--- src/rtl/lsp_pkg.sv ---
package lsp_pkg;

  localparam int NODE_W = 4;
  localparam int COST_W = 14;

  // cost that stands for a missing link or an unreachable node
  localparam logic [COST_W-1:0] NO_LINK = 14'd9999;

  typedef enum logic {
    OP_SET_LINK = 1'b0,
    OP_QUERY    = 1'b1
  } opcode_t;

  typedef enum logic [2:0] {
    ST_IDLE,
    ST_WR_AB,
    ST_WR_BA,
    ST_INIT,
    ST_RELAX,
    ST_OUT_RD,
    ST_OUT_HOLD
  } state_t;

endpackage

--- src/rtl/lsp_if.sv ---
interface lsp_in_if;
  import lsp_pkg::*;

  logic              valid;
  logic              ready;
  logic              opcode;
  logic [NODE_W-1:0] node_a;
  logic [NODE_W-1:0] node_b;
  logic [COST_W-1:0] link_cost;

  modport source (output valid, output opcode, output node_a, output node_b,
                  output link_cost, input ready);
  modport sink   (input valid, input opcode, input node_a, input node_b,
                  input link_cost, output ready);
endinterface

interface lsp_out_if;
  import lsp_pkg::*;

  logic              valid;
  logic              ready;
  logic [NODE_W-1:0] dest_node;
  logic [COST_W-1:0] distance;
  logic              last;

  modport source (output valid, output dest_node, output distance, output last,
                  input ready);
  modport sink   (input valid, input dest_node, input distance, input last,
                  output ready);
endinterface

--- src/rtl/link_state_shortest_path.sv ---
// channel | dir | transaction                          | fields
// --------+-----+--------------------------------------+------------------------------------
// in_ch   | in  | link update or shortest-path query   | opcode, node_a, node_b, link_cost
// out_ch  | out | one distance per destination, query  | dest_node, distance, last
//
// a link update is accepted, then writes one mirrored cell and then the other
// a query loads the source row, then runs at most NODES-1 relax passes, then
// reads out one result at a time; the cost memory has a single read port, so
// each pass reads its row one column at a time
// synchronous active-low reset; cost cells read as no link until first written
// one transaction in flight: in_ch.ready is low from accept until both cells are written
// or the last result leaves; results hold on out_ch while out_ch.ready is low
module link_state_shortest_path #(
  parameter int NODES = 4
) (
  input logic     clk,
  input logic     rst_n,
  lsp_in_if.sink  in_ch,
  lsp_out_if.source out_ch
);
  import lsp_pkg::*;

  localparam int IDX_W    = (NODES > 1) ? $clog2(NODES) : 1;
  localparam int CM_AW    = 2 * IDX_W;
  localparam int CM_DEPTH = 1 << CM_AW;
  localparam int BD_DEPTH = 1 << IDX_W;
  localparam logic [IDX_W-1:0] LAST_IDX = IDX_W'(NODES - 1);

  // control state
  state_t             state_r, state_nxt;
  logic [IDX_W-1:0]   idx_r, idx_nxt;           // scan / output index
  logic               issue_done_r, issue_done_nxt;
  logic               p_vld_r, p_vld_nxt;       // read in flight to the memories
  logic [IDX_W-1:0]   iter_r, iter_nxt;         // relax passes started
  logic               found_r, found_nxt;
  logic [NODES-1:0]   visited_r, visited_nxt;
  logic [CM_DEPTH-1:0] cm_valid_r;

  // payload state
  logic [IDX_W-1:0]   p_idx_r, p_idx_nxt;
  logic               p_cmv_r, p_cmv_nxt;       // cost cell was written before
  logic [IDX_W-1:0]   src_r, src_nxt;
  logic [IDX_W-1:0]   m_r, m_nxt;               // node being settled
  logic [COST_W-1:0]  best_r, best_nxt;         // its distance
  logic [COST_W-1:0]  min_val_r, min_val_nxt;   // nearest unvisited so far
  logic [IDX_W-1:0]   min_idx_r, min_idx_nxt;
  logic [IDX_W-1:0]   upd_a_r, upd_a_nxt;
  logic [IDX_W-1:0]   upd_b_r, upd_b_nxt;
  logic [COST_W-1:0]  upd_cost_r, upd_cost_nxt;

  // memory ports
  logic               cm_we, cm_re;
  logic [CM_AW-1:0]   cm_waddr, cm_raddr;
  logic [COST_W-1:0]  cm_rdata;
  logic               bd_we, bd_re;
  logic [IDX_W-1:0]   bd_waddr, bd_raddr;
  logic [COST_W-1:0]  bd_wdata, bd_rdata;

  logic               in_acc, out_acc;
  logic               a_ok, b_ok;
  logic               scan_state, scan_end, pass_done;
  logic [COST_W-1:0]  link_cost_val;
  logic [COST_W:0]    relax_sum;
  logic [COST_W-1:0]  new_val;
  logic               new_cand;

  // link-cost matrix, row = from node, column = to node
  lsp_ram #(.WIDTH(COST_W), .DEPTH(CM_DEPTH)) u_cost_mem (
    .clk   (clk),
    .we    (cm_we),
    .waddr (cm_waddr),
    .wdata (upd_cost_r),
    .re    (cm_re),
    .raddr (cm_raddr),
    .rdata (cm_rdata)
  );

  // tentative distances of the running query
  lsp_ram #(.WIDTH(COST_W), .DEPTH(BD_DEPTH)) u_dist_mem (
    .clk   (clk),
    .we    (bd_we),
    .waddr (bd_waddr),
    .wdata (bd_wdata),
    .re    (bd_re),
    .raddr (bd_raddr),
    .rdata (bd_rdata)
  );

  assign in_ch.ready = (state_r == ST_IDLE);
  assign in_acc      = in_ch.valid && in_ch.ready;
  assign out_acc     = out_ch.valid && out_ch.ready;

  assign a_ok = ({1'b0, in_ch.node_a} < (NODE_W + 1)'(NODES));
  assign b_ok = ({1'b0, in_ch.node_b} < (NODE_W + 1)'(NODES));

  assign scan_state = (state_r == ST_INIT) || (state_r == ST_RELAX);
  assign scan_end   = scan_state && issue_done_r && !p_vld_r;
  // stop when nothing reachable is left or all passes have run
  assign pass_done  = !found_r || (iter_r == LAST_IDX);

  // cost of the cell in the pipeline stage; unwritten cells mean no link
  assign link_cost_val = p_cmv_r ? cm_rdata : NO_LINK;
  assign relax_sum     = {1'b0, best_r} + {1'b0, link_cost_val};

  // next state
  always_comb begin
    state_nxt = state_r;
    unique case (state_r)
      ST_IDLE: begin
        if (in_acc) begin
          if (in_ch.opcode == OP_SET_LINK) begin
            if (a_ok && b_ok) state_nxt = ST_WR_AB;
          end else if (a_ok) begin
            state_nxt = ST_INIT;
          end
        end
      end
      ST_WR_AB: state_nxt = ST_WR_BA;
      ST_WR_BA: state_nxt = ST_IDLE;
      ST_INIT, ST_RELAX: begin
        if (scan_end) state_nxt = pass_done ? ST_OUT_RD : ST_RELAX;
      end
      ST_OUT_RD: state_nxt = ST_OUT_HOLD;
      ST_OUT_HOLD: begin
        if (out_acc) state_nxt = (idx_r == LAST_IDX) ? ST_IDLE : ST_OUT_RD;
      end
      default: state_nxt = ST_IDLE;
    endcase
  end

  // datapath and memory control
  always_comb begin
    idx_nxt        = idx_r;
    issue_done_nxt = issue_done_r;
    p_vld_nxt      = 1'b0;
    iter_nxt       = iter_r;
    found_nxt      = found_r;
    visited_nxt    = visited_r;
    p_idx_nxt      = p_idx_r;
    p_cmv_nxt      = p_cmv_r;
    src_nxt        = src_r;
    m_nxt          = m_r;
    best_nxt       = best_r;
    min_val_nxt    = min_val_r;
    min_idx_nxt    = min_idx_r;
    upd_a_nxt      = upd_a_r;
    upd_b_nxt      = upd_b_r;
    upd_cost_nxt   = upd_cost_r;

    cm_we    = (state_r == ST_WR_AB) || (state_r == ST_WR_BA);
    cm_waddr = (state_r == ST_WR_AB) ? {upd_a_r, upd_b_r} : {upd_b_r, upd_a_r};
    cm_re    = scan_state && !issue_done_r;
    cm_raddr = {((state_r == ST_RELAX) ? m_r : src_r), idx_r};
    bd_re    = ((state_r == ST_RELAX) && !issue_done_r) || (state_r == ST_OUT_RD);
    bd_raddr = idx_r;
    bd_we    = 1'b0;
    bd_waddr = p_idx_r;
    bd_wdata = link_cost_val;
    new_val  = link_cost_val;
    new_cand = 1'b0;

    if (in_acc) begin
      upd_a_nxt    = in_ch.node_a[IDX_W-1:0];
      upd_b_nxt    = in_ch.node_b[IDX_W-1:0];
      // oversized costs saturate at no link
      upd_cost_nxt = (in_ch.link_cost > NO_LINK) ? NO_LINK : in_ch.link_cost;
      src_nxt        = in_ch.node_a[IDX_W-1:0];
      visited_nxt    = NODES'(1) << in_ch.node_a[IDX_W-1:0];
      idx_nxt        = '0;
      issue_done_nxt = 1'b0;
      min_val_nxt    = NO_LINK;
      found_nxt      = 1'b0;
      iter_nxt       = '0;
    end

    // issue one column per cycle
    if (cm_re) begin
      p_vld_nxt = 1'b1;
      p_idx_nxt = idx_r;
      p_cmv_nxt = cm_valid_r[cm_raddr];
      if (idx_r == LAST_IDX) issue_done_nxt = 1'b1;
      else idx_nxt = idx_r + 1'b1;
    end

    // data back from the memories
    if (p_vld_r) begin
      if (state_r == ST_INIT) begin
        bd_we   = 1'b1;
        new_val = link_cost_val;
        new_cand = !visited_r[p_idx_r];
      end else begin
        new_val = bd_rdata;
        if (!visited_r[p_idx_r]) begin
          new_cand = 1'b1;
          if (relax_sum < {1'b0, bd_rdata}) begin
            bd_we   = 1'b1;
            new_val = relax_sum[COST_W-1:0];
          end
        end
      end
      bd_wdata = new_val;
      // strict compare keeps the lowest index on ties
      if (new_cand && (new_val < min_val_r)) begin
        min_val_nxt = new_val;
        min_idx_nxt = p_idx_r;
        found_nxt   = 1'b1;
      end
    end

    if (scan_end) begin
      idx_nxt = '0;
      if (!pass_done) begin
        m_nxt          = min_idx_r;
        best_nxt       = min_val_r;
        visited_nxt    = visited_r | (NODES'(1) << min_idx_r);
        iter_nxt       = iter_r + 1'b1;
        issue_done_nxt = 1'b0;
        found_nxt      = 1'b0;
        min_val_nxt    = NO_LINK;
      end
    end

    if ((state_r == ST_OUT_HOLD) && out_acc && (idx_r != LAST_IDX)) begin
      idx_nxt = idx_r + 1'b1;
    end
  end

  // result transaction straight from the registered memory read
  assign out_ch.valid     = (state_r == ST_OUT_HOLD);
  assign out_ch.dest_node = NODE_W'(idx_r);
  assign out_ch.distance  = bd_rdata;
  assign out_ch.last      = (idx_r == LAST_IDX);

  always_ff @(posedge clk) begin
    if (!rst_n) begin
      state_r      <= ST_IDLE;
      idx_r        <= '0;
      issue_done_r <= 1'b0;
      p_vld_r      <= 1'b0;
      iter_r       <= '0;
      found_r      <= 1'b0;
      visited_r    <= '0;
      cm_valid_r   <= '0;
    end else begin
      state_r      <= state_nxt;
      idx_r        <= idx_nxt;
      issue_done_r <= issue_done_nxt;
      p_vld_r      <= p_vld_nxt;
      iter_r       <= iter_nxt;
      found_r      <= found_nxt;
      visited_r    <= visited_nxt;
      if (cm_we) cm_valid_r[cm_waddr] <= 1'b1;
    end
  end

  always_ff @(posedge clk) begin
    p_idx_r    <= p_idx_nxt;
    p_cmv_r    <= p_cmv_nxt;
    src_r      <= src_nxt;
    m_r        <= m_nxt;
    best_r     <= best_nxt;
    min_val_r  <= min_val_nxt;
    min_idx_r  <= min_idx_nxt;
    upd_a_r    <= upd_a_nxt;
    upd_b_r    <= upd_b_nxt;
    upd_cost_r <= upd_cost_nxt;
  end

endmodule

--- src/rtl/lsp_ram.sv ---
module lsp_ram #(
  parameter int WIDTH = 14,
  parameter int DEPTH = 16
) (
  input  logic                     clk,
  input  logic                     we,
  input  logic [$clog2(DEPTH)-1:0] waddr,
  input  logic [WIDTH-1:0]         wdata,
  input  logic                     re,
  input  logic [$clog2(DEPTH)-1:0] raddr,
  output logic [WIDTH-1:0]         rdata
);

  logic [WIDTH-1:0] mem [DEPTH];

  always_ff @(posedge clk) begin
    if (we) begin
      mem[waddr] <= wdata;
    end
    if (re) begin
      rdata <= mem[raddr];
    end
  end

endmodule

--- src/flat_wrapper.sv ---
// flat-port wrapper written by rule: the top's interface ports become plain ports
module link_state_shortest_path_flat import lsp_pkg::*;
#(
  parameter int NODES = 4
)
  (clk, rst_n, in_ch_valid, in_ch_opcode, in_ch_node_a, in_ch_node_b, in_ch_link_cost, in_ch_ready, out_ch_valid, out_ch_dest_node, out_ch_distance, out_ch_last, out_ch_ready);
  lsp_in_if in_ch_i ();
  lsp_out_if out_ch_i ();
  input logic clk;
  input logic rst_n;
  input wire logic [$bits(in_ch_i.valid)-1:0] in_ch_valid;
  input wire logic [$bits(in_ch_i.opcode)-1:0] in_ch_opcode;
  input wire logic [$bits(in_ch_i.node_a)-1:0] in_ch_node_a;
  input wire logic [$bits(in_ch_i.node_b)-1:0] in_ch_node_b;
  input wire logic [$bits(in_ch_i.link_cost)-1:0] in_ch_link_cost;
  output wire logic [$bits(in_ch_i.ready)-1:0] in_ch_ready;
  output wire logic [$bits(out_ch_i.valid)-1:0] out_ch_valid;
  output wire logic [$bits(out_ch_i.dest_node)-1:0] out_ch_dest_node;
  output wire logic [$bits(out_ch_i.distance)-1:0] out_ch_distance;
  output wire logic [$bits(out_ch_i.last)-1:0] out_ch_last;
  input wire logic [$bits(out_ch_i.ready)-1:0] out_ch_ready;
  assign in_ch_i.valid = in_ch_valid;
  assign in_ch_i.opcode = in_ch_opcode;
  assign in_ch_i.node_a = in_ch_node_a;
  assign in_ch_i.node_b = in_ch_node_b;
  assign in_ch_i.link_cost = in_ch_link_cost;
  assign in_ch_ready = in_ch_i.ready;
  assign out_ch_valid = out_ch_i.valid;
  assign out_ch_dest_node = out_ch_i.dest_node;
  assign out_ch_distance = out_ch_i.distance;
  assign out_ch_last = out_ch_i.last;
  assign out_ch_i.ready = out_ch_ready;
  link_state_shortest_path #(.NODES(NODES)) u_core (.clk(clk), .rst_n(rst_n), .in_ch(in_ch_i), .out_ch(out_ch_i));
endmodule
--- config.mk ---
export PLATFORM = sky130hd
export DESIGN_NAME = link_state_shortest_path_flat
export DESIGN_NICKNAME = d
export VERILOG_FILES = /design/src/rtl/lsp_pkg.sv /design/src/rtl/lsp_if.sv /design/src/rtl/link_state_shortest_path.sv /design/src/rtl/lsp_ram.sv /design/src/flat_wrapper.sv
export SDC_FILE = /design/constraint.sdc
export NUM_CORES = 1
export LEC_CHECK = 0
export BUFFER_PORTS_ARGS = -buffer_cell sky130_fd_sc_hd__buf_4
export CAP_MARGIN = 20
export CORE_ASPECT_RATIO = 0.8
export CORE_MARGIN = 3
export CORE_UTILIZATION = 50
export DETAILED_ROUTE_END_ITERATION = 8
export PLACE_DENSITY_LB_ADDON = 0.2
export SLEW_MARGIN = 0
export SYNTH_ARGS = -nofsm -noshare
export SYNTH_HDL_FRONTEND = slang
export SYNTH_HIERARCHICAL = 1
export SYNTH_SLANG_ARGS = --single-unit
export TNS_END_PERCENT = 1
--- constraint.sdc ---
create_clock -name clk -period 8.87 [get_ports clk]
set_input_delay 0 -clock clk [delete_from_list [all_inputs] [get_ports clk]]
set_output_delay 0 -clock clk [all_outputs]
set_load 0.05 [all_outputs]
Word level (Yosys, flattened, before mapping)

Memory sizes are Yosys's and may differ from the RTL's. A register that Yosys moved wholly into a read port is not among the register bits.
Index checks and enable logic that the tools add are counted.

Register bits after elaboration: 83
Bits in writable memories: 280
Bits of input ports: 27
Memories: 2

Add/subtract/negate cells: 3
Magnitude comparators: 9
Equality and inequality tests: 14
Shifts and indexed selects: 2
Multiplexer cells: 61
Bitwise logic cells: 3
Reduce and logical (&&, ||, !) cells: 24

Memories:

| name                  | depth | width | read ports | clocked after Yosys merged registers in | wr ports | RTL line      | RTL |
|---|---|---|---|---|---|---|---|
| u_core.u_cost_mem.mem | 16    | 14    | 1          | 1                                       | 1        | lsp_ram.sv:14 | `logic [WIDTH-1:0] mem [DEPTH];` |
| u_core.u_dist_mem.mem | 4     | 14    | 1          | 1                                       | 1        | lsp_ram.sv:14 |  |

Operators with widths:

| kind                 | number |
|---|---|
| $mux 14              | 11 |
| $mux 1               | 26 |
| $mux 3               | 7 |
| $mux 2               | 9 |
| $mux 4               | 4 |
| $or 16x16->16        | 1 |
| $add 14x14->15       | 1 |
| $lt 15x14->1         | 1 |
| $pmux 3 s5           | 1 |
| $gt 14x14->1 const B | 1 |
| $lt 14x14->1         | 1 |
| $logic_and 1x1->1    | 11 |
| $lt 4x5->1 const B   | 2 |
| $eq 3x3->1 const B   | 3 |
| $lt 4x3->1 const B   | 2 |
| $shl 1x2->4 const A  | 2 |
| $eq 3x2->1 const B   | 2 |
| $ne 2x2->1 const B   | 3 |
| $ne 3x3->1 const B   | 2 |
| $reduce_and 5->1     | 1 |
| $add 2x1->2 const B  | 2 |
| $bmux 1 s4           | 1 |
| $demux 1 s4          | 1 |
| $eq 2x2->1 const B   | 2 |
| 12 further kinds     | 19 |

Depth between registers and ports, before layout

Gate-level depths: netlist (run 1).

Depth after elaboration: 13
Mapped depth: 32

By module

The synthesis (run 1) kept the hierarchy.

Modules (own cells, without submodules):

| module                       | instances | cells each | area an instance (sq um) | sequential area each (sq um) |
|---|---|---|---|---|
| lsp_ram at u_core.u_cost_mem | 1         | 379        | 8903.5                   | 7146.9 |
| link_state_shortest_path     | 1         | 611        | 5420.2                   | 2052.0 |
| lsp_ram at u_core.u_dist_mem | 1         | 91         | 2499.9                   | 2102.0 |

Worst setup path after synthesis (run 1)

No wires, ideal clock.

Path kind: register to register
From: register u_core.p_cmv_r
To: register u_core.min_idx_r[0] (enable)
Arrival: 6263 ps
Required time: 8568 ps
Setup slack: 2304 ps
Stages on the path, launching flop included: 29
Buffers on the path: 4
Period minus slack after synthesis: 6566 ps
Cell sequence: edfxtp_1 -> clkbuf_1 -> clkbuf_1 -> nand2b_1 -> fa_1 -> nand3_1 -> a2bb2oi_1 -> o21a_1 -> o41ai_2 -> a21oi_1 -> nor2_1 -> xnor2_1 -> ha_1 -> a21o_1 -> a2111oi_0 -> and3_1 -> nand2_1 -> nor2_2 -> buf_2 -> o31ai_1 -> a31oi_1 -> inv_1 -> ha_1 -> a21o_1 -> a2111oi_0 -> o221a_2 -> nand4b_1 -> o31ai_4 -> buf_4

Cells in the longest elaborated chain, start to end: 10

Ends and longest elaborated chain:

| what                                | RTL line                        | RTL |
|---|---|---|
| start: declaration                  | link_state_shortest_path.sv:41  | `logic p_cmv_r, p_cmv_nxt;` |
| start signal: assignment            | link_state_shortest_path.sv:258 | `p_cmv_r <= p_cmv_nxt;` |
| $mux 14 *                           | link_state_shortest_path.sv:102 | `assign link_cost_val = p_cmv_r ? cm_rdata : NO_LINK;` |
| $add 14x14->15                      | link_state_shortest_path.sv:103 | `assign relax_sum = {1'b0, best_r} + {1'b0, link_cost_val};` |
| $lt 15x14->1                        | link_state_shortest_path.sv:195 | `if (relax_sum < {1'b0, bd_rdata}) begin` |
| $mux 14                             | link_state_shortest_path.sv:195 |  |
| $mux 14                             | link_state_shortest_path.sv:193 | `if (!visited_r[p_idx_r]) begin` |
| $mux 14 *                           | link_state_shortest_path.sv:187 | `if (state_r == ST_INIT) begin` |
| $mux 14 *                           | link_state_shortest_path.sv:186 | `if (p_vld_r) begin` |
| $lt 14x14->1 *                      | link_state_shortest_path.sv:203 | `if (new_cand && (new_val < min_val_r)) begin` |
| $logic_and 1x1->1 *                 | link_state_shortest_path.sv:203 |  |
| $reduce_and 2->1 (no source line) * | --                              |  |
| end signal: assignment              | link_state_shortest_path.sv:263 | `min_idx_r <= min_idx_nxt;` |
| end: declaration                    | link_state_shortest_path.sv:46  | `logic [IDX_W-1:0] min_idx_r, min_idx_nxt;` |

Mark *: on every way between the ends. The rest lies on a longest branch, timed or not. The select of a mux whose other input is x is not followed.
A chain may end at the register's enable or synchronous reset.

Worst setup path in the final report (run 1)

From: register u_core.u_cost_mem.rdata[0] (read register of u_core.u_cost_mem.mem)
To: register u_core.min_val_r[6]

Cells in the longest elaborated chain, start to end: 13

Ends and longest elaborated chain:

| what                      | RTL line                        | RTL |
|---|---|---|
| start: declaration        | lsp_ram.sv:11                   | `output logic [WIDTH-1:0] rdata` |
| $mux 14 *                 | link_state_shortest_path.sv:102 |  |
| $add 14x14->15            | link_state_shortest_path.sv:103 |  |
| $lt 15x14->1              | link_state_shortest_path.sv:195 |  |
| $mux 14                   | link_state_shortest_path.sv:195 |  |
| $mux 14                   | link_state_shortest_path.sv:193 |  |
| $mux 14 *                 | link_state_shortest_path.sv:187 |  |
| $mux 14 *                 | link_state_shortest_path.sv:186 |  |
| $lt 14x14->1              | link_state_shortest_path.sv:203 |  |
| $logic_and 1x1->1         | link_state_shortest_path.sv:203 |  |
| $mux 14 *                 | link_state_shortest_path.sv:203 |  |
| $mux 14 *                 | link_state_shortest_path.sv:186 |  |
| $mux 14                   | link_state_shortest_path.sv:212 | `if (!pass_done) begin` |
| $mux 14 *                 | link_state_shortest_path.sv:210 | `if (scan_end) begin` |
| net u_core.min_val_nxt[6] | link_state_shortest_path.sv:45  | `logic [COST_W-1:0] min_val_r, min_val_nxt;` |
| end signal: assignment    | link_state_shortest_path.sv:262 | `min_val_r <= min_val_nxt;` |
| end: declaration          | link_state_shortest_path.sv:45  |  |

Mark *: on every way through the listed nets, which the timed path passes. The rest lies on a longest branch. The select of a mux whose other input is x is not followed.

==> results of run 1 <==
==> report_power, final <==
group	internal [uW]	total (uW)	switching (uW)
Clock	1090	1760	676
Combinational	76.4	203	127
Sequential	2050	2090	37.6
Total	3210	4050	840
==> worst paths after layout <==
| check | endpoint |
|---|---|
| worst max-delay path | u_core/min_val_r[6]$_DFF_P_ |
| worst min-delay path | u_core/state_r[1]$_SDFFE_PN0P_ |
| worst max register to register | u_core/min_val_r[6]$_DFF_P_ |
| worst min register to register | u_core/best_r[7]$_DFFE_PP_ |
==> final cells by class <==
| type | count | share of cell area, % |
|---|---|---|
| sequential | 391 | 58.6 |
| tap | 427 | 2.77 |
| multi-input combinational | 592 | 26.3 |
| timing repair buffer | 103 | 4.37 |
| clock buffer | 49 | 5.52 |
| inverter | 46 | 0.894 |
| clock inverter | 22 | 1.61 |
==> critical path, delay by kind of cell, from the launching register on <==
family | cells | cell delay (ps)
compound gates | 11 | 2900
simple gates | 7 | 1610
fa+ha+maj | 4 | 1230
mux | 3 | 1020
buf+inv | 2 | 420
flops | 1 | 350
xor+xnor | 1 | 160
==> through the flow <==
stage	area, um2	util [%]	setup slack (ps)	cells	hold slack [ps]
floorplan	16800	-	2300	1082	98.9
finish	19300	58.8	1080	1630	135
global placement	17700	53.7	1480	1531	181
CTS	19300	58.7	1170	1629	95.9
detailed placement	17700	53.7	1220	1531	181
global route	19300	58.8	504	1630	145
==> sequential cells by signal, summed over array words and instances, names as in the netlist, 2 cells and up <==
| register | flops |
|---|---|
| u_core/visited_r | 4 |
| u_core/upd_b_r | 2 |
| u_core/bd_waddr | 2 |
| u_core/upd_a_r | 2 |
| u_core/cm_valid_r | 16 |
| u_core/best_r | 14 |
| u_core/m_r | 2 |
| u_core/min_idx_r | 2 |
| u_core/u_dist_mem/rdata | 14 |
| u_core/bd_raddr | 2 |
| u_core/state_r | 3 |
| u_core/upd_cost_r | 14 |
| u_core/u_cost_mem/rdata | 14 |
| u_core/u_dist_mem/mem | 56 |
| u_core/min_val_r | 14 |
| u_core/u_cost_mem/mem | 224 |
| u_core/iter_r | 2 |
==> metal layers <==
layer  GRT usage (%)  vias up
met2            31.2      314
met4            4.39        0
met5               0        -
li1                -     4369
met1            32.9     4791
met3            3.28       37
==> cell families (layout without fill, tap and decap cells) <==
kind of cell / Yosys count / count (layout)
DFF: 391 / 391
and+or+nand+nor: 253 / 253
AOI/OAI and AO/OA: 184 / 184
buffers and inverters: 99 / 220
muxes: 96 / 96
adders and majority gates: 41 / 41
xor gates and xnor gates: 16 / 16
other: 1 / 2
==> cells in the final DEF, fill, tap and decap left out, types with 7 or more instances in the layout <==
cell type	count
clkinv_1	8
dfxtp_1	42
a21o_1	9
buf_4	75
a22oi_1	31
mux4_2	72
o21a_1	8
edfxtp_1	347
nand3_1	16
clkbuf_1	7
nor2_1	65
mux2_2	9
inv_1	45
xnor2_1	13
and2_1	13
mux2i_1	11
ha_1	39
o21ai_0	24
nand2b_1	21
bufinv_16	8
nand2_1	62
dlygate4sd3_1	27
nor3_1	17
a21oi_1	61
clkbuf_16	41
nor2b_1	25
==> results.yml, run 1 <==
outcome:
  run_status: "complete, no violations"
finish:
  num_antenna_cells: 0
  multi_input_area_um2: 5070
  area_delta_synth_final_pct: 14.8
  fin_nets: 1241
  seqCellArea_um2: 11300
  nFillCells: 2471
  drive_above_1_share_pct: 19.0
floorplan:
  core-area_um2: 32900
  ios: 48
  fp-row-count: 59
  dieArea_um2: 35900
  die_h_um: 170
  start_util_pct: 51.2
  die_w_um: 211
drt:
  drt_first_pass_iters: 5
  wl_per_cell_um: 22.7
  drtIter0Drc: 851
  drc: 0
  wl_met2_um: 16500
  viasPerCell: 5.83
  ant_nets: 0
  drt-met1-wl_um: 17300
  top_layer_used: "met4"
  vias: 9511
  wl_um: 37000
  met3_length_um: 2630
timing:
  tns_ps: 0
  slew_headroom_pct: 31.8
  finalHoldViolations: 0
  maxSlewViolCount: 0
  finClkSkew_ps: 18.7
  tightest_slew_ps: 1020
  rsz0062_at_grt: "no"
  min_period_ps: 7790
  max_freq_ghz: 0.128
  timing.final.crit_share_pct: 87.8
  setup_viol: 0
min_path:
  min_from: "in_ch_node_b[3]"
  min_path_type: "input port to register"
  hold_depth: 5
synthesis:
  ys_ff_latch: 391
  yosys.area.top_type: "edfxtp_1"
  synth_warnings: 6
  yosys_most_used_dff: "edfxtp_1"
  synthDistinctLibCells: 67
  synth_top_area_share_pct: 61.9
  synth_area_leaders: "edfxtp_1 (62%), mux4_2 (9.6%), dfxtp_1 (5.2%)"
  synth_top_cells_by_count: "edfxtp_1 (347), mux4_2 (72), nor2_1 (66)"
  syn_area_um2: 16800
  synth_most_common_cell: "edfxtp_1"
  synth_compound_area_share_pct: 7.15
  synth_xor_xnor_area_share_pct: 0.833
  ys_async_sr_fraction_pct: 0
  synth_fa_ha_area_share_pct: 3.08
  ys_seq_area_share_pct: 67.2
  muxShareOfSynthArea_pct: 11.5
  syn-instance-count: 1081
  synth-simple-area-share_pct: 7.34
  synth_edf_count: 347
  avgSynthCellArea_um2: 15.6
  synth_top_family_by_area: "multiplexers"
clocking:
  htree_levels: 2
  cts_buffer_depth: 3
  cts_made_buffers: 40
  clkTransAtPathRegs_ps: 60
  root_buffer: "clkbuf_16"
  ctsResizeCount: 0
  clk_latency_ps: 530
  post_cts_buffers: 0
  numClockSinks: 391
  hold_buffers: 27
  cts_tree: "built"
global_routing:
  overflow: 0
  grt_use_total_pct: 20.9
  grt_max_degree: 60
  antenna_found_initial: 0
  grt_pass1_wl_um: 56500
  grt_pass1_vias: 9488
worst_setup_path:
  crit_fanout: 19
  arrival_ps: 8210
  start_kind: "register"
  max_stage_delay_ps: 660
  timing.rr.start: "u_core/u_cost_mem/rdata[0]$_DFFE_PP_"
  crit_type: "register to register"
  endpoint_kind: "register"
  crit_start: "u_core/u_cost_mem/rdata[0]$_DFFE_PP_"
  reg2reg_depth: 28
  r2r_slack_ps: 1080
  slowest_stage: "nor2_2"
  cp.required_ps: 9290
pwr:
  leakage_uw: 0.00664
  p_total_uw: 4050
  p_per_area_nw_per_um2: 210
  ir_drop_mv: 0.144
place:
  dp_hpwl_um: 23500
  io_buffers: 45
  gp_congestion: 0.880
run:
  max_cap_viol_count: 0
No activity file was read; power rests on OpenSTA's default activity.
==> run 2: changes to the inputs <==
--- a/config.mk
+++ b/config.mk
@@ -7,7 +7,6 @@
 export LEC_CHECK = 0
 export BUFFER_PORTS_ARGS = -buffer_cell sky130_fd_sc_hd__buf_4
 export CAP_MARGIN = 20
-export CORE_ASPECT_RATIO = 0.8
 export CORE_MARGIN = 3
 export CORE_UTILIZATION = 50
 export DETAILED_ROUTE_END_ITERATION = 8
==> run 2 against run 1 <==
Compared with the run above:
- design area shrank 0.72%
- worst hold slack lost 120 ps
- utilization shrank 0.45 points
- power shrank 3.5%
- die area is essentially flat
- clock power shrank 8%
- critical endpoint is now u_core/min_val_r[4]$_DFF_P_
- largest power group unchanged
==> results.yml, run 2 (synthesis gave the netlist of run 1 again) <==
clocking:
  cts_buffer_depth: 3
  htree_levels: 2
  cts_tree: "built"
  numClockSinks: 391
  clkTransAtPathRegs_ps: 70
  root_buffer: "clkbuf_16"
  cts_made_buffers: 41
  clk_latency_ps: 540
drt:
  viasPerCell: 5.75
  wl_um: 35800
  ant_nets: 0
  wl_per_cell_um: 21.9
  vias: 9413
  drtIter0Drc: 679
  drt_first_pass_iters: 5
  drc: 0
worst_setup_path:
  start_kind: "register"
  cp.required_ps: 9330
  path_buf_inv: 3
  crit_family: "compound AO/OA/AOI/OAI gates"
  slowest_stage: "nor2_2"
  max_stage_delay_ps: 660
  crit_fanout: 22
  endpoint_kind: "register"
  arrival_ps: 7900
  crit_type: "register to register"
outcome:
  run_status: "complete, no violations"
place:
  dp_hpwl_um: 23000
  io_buffers: 45
  post_dp_cell_area_um2: 17600
  gp_congestion: 0.909
finish:
  max_flop_register: "u_core/u_cost_mem/mem"
  final_common_cell: "edfxtp_1"
  largest_reg_flops: 224
  top_regs: "u_core/u_cost_mem/mem (224), u_core/u_dist_mem/mem (56), u_core/cm_valid_r (16)"
  final_cell_mix: "edfxtp_1 (347), mux4_2 (72), buf_4 (68)"
  area_delta_synth_final_pct: 14.0
  num_antenna_cells: 0
  fin_nets: 1233
  stdcell_area_um2: 19200
  nFillCells: 2583
  drive_above_1_share_pct: 18.8
  utilization_pct: 58.3
global_routing:
  grt_max_degree: 56
  antenna_found_initial: 0
  overflow: 0
  grt_use_total_pct: 20.3
  grt_pass1_wl_um: 55800
  grt_pass1_vias: 9584
timing:
  slew_headroom_pct: 27.3
  finalHoldViolations: 0
  max_freq_ghz: 0.134
  maxSlewViolCount: 0
  tns_ps: 0
  min_period_ps: 7440
  rsz0062_at_grt: "no"
  holdWs_ps: 14.7
  finClkSkew_ps: 21.0
  tightest_slew_ps: 1090
  setup_viol: 0
  timing.final.crit_share_pct: 83.9
pwr:
  p_total_uw: 3910
  sw_frac_of_total_pct: 21.7
  p_per_area_nw_per_um2: 204
  leakage_uw: 0.00655
  ir_drop_mv: 0.173
  comb_power_share_pct: 5.2
  net-switching-power_uw: 850
  intPower_uw: 3060
  p_seq_share_pct: 53.4
  pwr-share-clk_pct: 41.4
floorplan:
  die_w_um: 189
  die_h_um: 189
  ios: 48
  fp-row-count: 66
  dieArea_um2: 35900
  start_util_pct: 51.2
  core-area_um2: 32900
run:
  max_cap_viol_count: 0
min_path:
  min_path_type: "input port to register"
## run 2: cell count changes in the layout (fill, tap and decap cells not counted), moves of 3 or more
cell / change
buf_4: -7
bufinv_16: -6
clkbuf_1: +6
dlygate4sd3_1: -3
nor2_1: -6
nor2_2: +6
## run 2: metrics by stage
stage	cells	setup WS [ps]
global route	1638	920
CTS	1636	1570
detailed placement	1539	1620
finish	1638	1430
global placement	1539	1780
floorplan	1082	2300
## run 2: final timing paths
kind,startpoint,cells past startpoint,endpoint,slack (ps)
worst max-delay path,u_core/p_cmv_r$_DFFE_PP_,29,u_core/min_val_r[4]$_DFF_P_,1430
worst max register to register,u_core/p_cmv_r$_DFFE_PP_,29,u_core/min_val_r[4]$_DFF_P_,1430
worst min register to register,u_core/min_val_r[11]$_DFF_P_,0,u_core/best_r[11]$_DFFE_PP_,440
worst min-delay path,in_ch_node_a[3],5,u_core/state_r[1]$_SDFFE_PN0P_,10
## run 2: power by group through the flow
stage,sequential (uW),combinational (uW),clock [uW]
2_1_floorplan,2110,128,0
3_3_place_gp,2120,190,0
3_5_place_dp,2130,192,0
4_1_cts,2090,201,1660
5_1_grt,2090,220,1730
6_report,2090,203,1620
## run 2: worst min-delay path: cells and delay by family
kind,cells,cell delay [ps]
simple gates,1,40
buf+inv,1,80
compound gates,3,400
## run 2: per-layer routing
layer	global-route usage (%)	vias up	part of all wire [%]
met5	0	-	0
met4	5.46	0	2.3
met3	3.18	63	4.8
met2	34.4	249	50
met1	27.6	4745	43
li1	-	4356	-
## run 2: area by class of cell
cell class,count,area [um2],share of cell area [%]
sequential,391,11300,59.0
multi-input combinational,592,5090,26.6
clock buffer,55,1100,5.74
timing repair buffer,94,783,4.09
tap,442,553,2.88
inverter,46,173,0.901
clock inverter,18,163,0.848
## run 2: timing repair
| item | in CTS | in global routing |
|---|---|---|
| hold buffers | 24 | 0 |
| hold endpoints to repair | 48 | 0 |
| resized for setup | 0 | 0 |
| buffers inserted | 0 | 0 |
==> run 3: changes to the inputs <==
--- a/config.mk
+++ b/config.mk
@@ -5,6 +5,7 @@
 export SDC_FILE = /design/constraint.sdc
 export NUM_CORES = 1
 export LEC_CHECK = 0
+export ABC_AREA = 1
 export BUFFER_PORTS_ARGS = -buffer_cell sky130_fd_sc_hd__buf_4
 export CAP_MARGIN = 20
 export CORE_MARGIN = 3
==> constraint.sdc (replaced) <==
create_clock -name clk -period 6.7 [get_ports clk]
set_input_delay 0 -clock clk [delete_from_list [all_inputs] [get_ports clk]]
set_output_delay 0 -clock clk [all_outputs]
set_load 0.05 [all_outputs]
==> run 3 against run 2 <==
Compared with the run above:
- clock-buffer cell count fell by 3
- via count rose by 38%
- sequential power rose by 67%
- clock power rose by 36%
- critical endpoint is now u_core/min_idx_r[1]$_DFFE_PP_
- maximum frequency rose by 27%
- die area rose by 9.2%
- design area rose by 8.2%
- routed wire length rose by 26%
- sequential share of layout area fell by 4.5 points
==> results.yml, run 3 <==
place:
  gp_congestion: 0.910
  io_buffers: 45
  post_dp_cell_area_um2: 19200
  dp_hpwl_um: 28200
  place_inst: 2380
synthesis:
  synthDistinctLibCells: 58
  synth_area_leaders: "edfxtp_1 (57%), nand2_1 (10%), inv_1 (7.2%)"
  yosys.area.top_type: "edfxtp_1"
  yosys_most_used_dff: "edfxtp_1"
  synth_warnings: 6
  synth_top_area_share_pct: 56.6
  syn-instance-count: 1907
  synth_most_common_cell: "nand2_1"
  synth_edf_count: 347
  ys_ff_latch: 391
  synth_top_cells_by_count: "nand2_1 (492), inv_1 (355), edfxtp_1 (347)"
  syn_area_um2: 18400
  ys_seq_area_share_pct: 61.4
  ys_async_sr_fraction_pct: 0
  avgSynthCellArea_um2: 9.66
global_routing:
  antenna_found_initial: 0
  overflow: 0
  grt_pass1_wl_um: 69500
  grt_use_total_pct: 23.0
  grt_pass1_vias: 12382
  grt_max_degree: 85
finish:
  largest_reg_flops: 224
  area_delta_synth_final_pct: 12.7
  max_flop_register: "u_core/u_cost_mem/mem"
  final_common_cell: "nand2_1"
  num_antenna_cells: 0
  top_regs: "u_core/u_cost_mem/mem (224), u_core/u_dist_mem/mem (56), u_core/cm_valid_r (16)"
  stdcell_area_um2: 20800
  fin_nets: 2051
  nFillCells: 3115
  layout.cells.non_filler: 2476
  drive_above_1_share_pct: 9.68
  final_cell_mix: "nand2_1 (492), inv_1 (354), edfxtp_1 (347)"
clocking:
  cts_tree: "built"
  htree_levels: 2
  cts_made_buffers: 42
  ctsResizeCount: 0
  clkTransAtPathRegs_ps: 60
  clk_latency_ps: 560
  root_buffer: "clkbuf_16"
  numClockSinks: 391
  cts_buffer_depth: 3
  post_cts_buffers: 0
floorplan:
  ios: 48
  start_util_pct: 51.3
  dieArea_um2: 39200
  core-area_um2: 35900
  fp-row-count: 69
  die_w_um: 198
  die_h_um: 198
worst_setup_path:
  cp.required_ps: 6930
  endpoint_kind: "register"
  slowest_stage: "fa_1"
  crit_type: "register to register"
  max_stage_delay_ps: 420
  start_kind: "register"
  arrival_ps: 6080
  crit_path_frequent_cell: "inv_1"
  crit_fanout: 16
timing:
  maxSlewViolCount: 0
  tns_ps: 0
  rsz0062_at_grt: "no"
  finalHoldViolations: 0
  timing.final.crit_share_pct: 87.3
  finClkSkew_ps: 26.2
  tightest_slew_ps: 987
  setup_viol: 0
  slew_headroom_pct: 34.0
  min_period_ps: 5850
  max_freq_ghz: 0.171
run:
  max_cap_viol_count: 0
pwr:
  ir_drop_mv: 0.231
  p_total_uw: 8700
  sw_frac_of_total_pct: 38.0
  pwr-share-clk_pct: 25.5
  p_per_area_nw_per_um2: 419
  net-switching-power_uw: 3300
  comb_power_share_pct: 34.5
  leakage_uw: 0.00904
  intPower_uw: 5400
  p_seq_share_pct: 40.0
drt:
  drtIter0Drc: 1081
  wl_per_cell_um: 18.2
  viasPerCell: 5.25
  drc: 0
  ant_nets: 0
  drt_first_pass_iters: 5
  vias: 13011
  wl_um: 45000
outcome:
  run_status: "complete, no violations"
min_path:
  min_path_type: "input port to register"
==> run 3: area by class of cell <==
type                            count  area, um2  area share, %
Tap cell                          461        577           2.78
Inverter                          365       1370           6.62
Sequential cell                   391      11300           54.5
Clock buffer                       52       1110           5.35
Multi-Input combinational cell   1081       5330           25.7
Timing Repair Buffer              103        826           3.98
Clock inverter                     23        228           1.10
==> run 3: logic make-up after synthesis <==
| logic type | share of synthesized area [%] |
|---|---|
| AOI/OAI and AO/OA | 4.80 |
| xor gates and xnor gates | 0.476 |
| adders and majority gates | 2.76 |
| buffers and inverters | 9.95 |
| DFF | 61.4 |
| muxes | 0.0543 |
| other | 0.0204 |
| and+or+nand+nor | 20.6 |
==> run 3: worst paths after layout <==
kind | from | to | slack [ps] | cells after the start
setup / recovery | u_core/p_cmv_r$_DFFE_PP_ | u_core/min_idx_r[1]$_DFFE_PP_ | 850 | 30
hold / removal | in_ch_valid | u_core/state_r[2]$_SDFFE_PN0P_ | 40 | 5
setup reg to reg | u_core/p_cmv_r$_DFFE_PP_ | u_core/min_idx_r[1]$_DFFE_PP_ | 850 | 30
hold reg to reg | u_core/cm_valid_r[13]$_SDFFE_PN0P_ | u_core/cm_valid_r[13]$_SDFFE_PN0P_ | 460 | 2
==> run 3: metal layers <==
layer,share of wire (%),global-route usage (%),vias to the layer above
met4,3.1,8.62,0
met3,6.3,3.34,105
met2,48,38.3,448
li1,-,-,6353
met1,42,31.0,6105
met5,0,0,-
==> run 3: repair_timing <==
item | CTS | global route
endpoints found under the setup margin | 0 | 0
hold endpoints to repair | 33 | 0
hold buffers | 21 | 0
==> run 3: power by group through the flow <==
stage	Combinational [uW]	Sequential (uW)	Clock, uW
floorplan	2120	3450	0
global placement	2930	3530	0
detailed placement	2960	3530	0
CTS	2980	3480	2260
global route	3360	3520	2360
finish	3000	3480	2210
==> run 3: worst max-delay path: cells and delay by family (launching register included) <==
kind / cells / cell delay, ps
AOI/OAI and AO/OA: 7 / 1540
xor gates and xnor gates: 1 / 150
adders and majority gates: 4 / 1200
buffers and inverters: 6 / 680
DFF: 1 / 340
and+or+nand+nor: 12 / 1650
==> run 3: through the flow <==
stage	utilization, %	hold slack [ps]	setup WS, ps
after floorplan	-	98.9	1490
after global placement	53.5	178	1070
after detailed placement	53.5	180	960
after CTS	57.8	16.0	926
after global routing	57.8	55.8	224
final	57.8	36.4	853
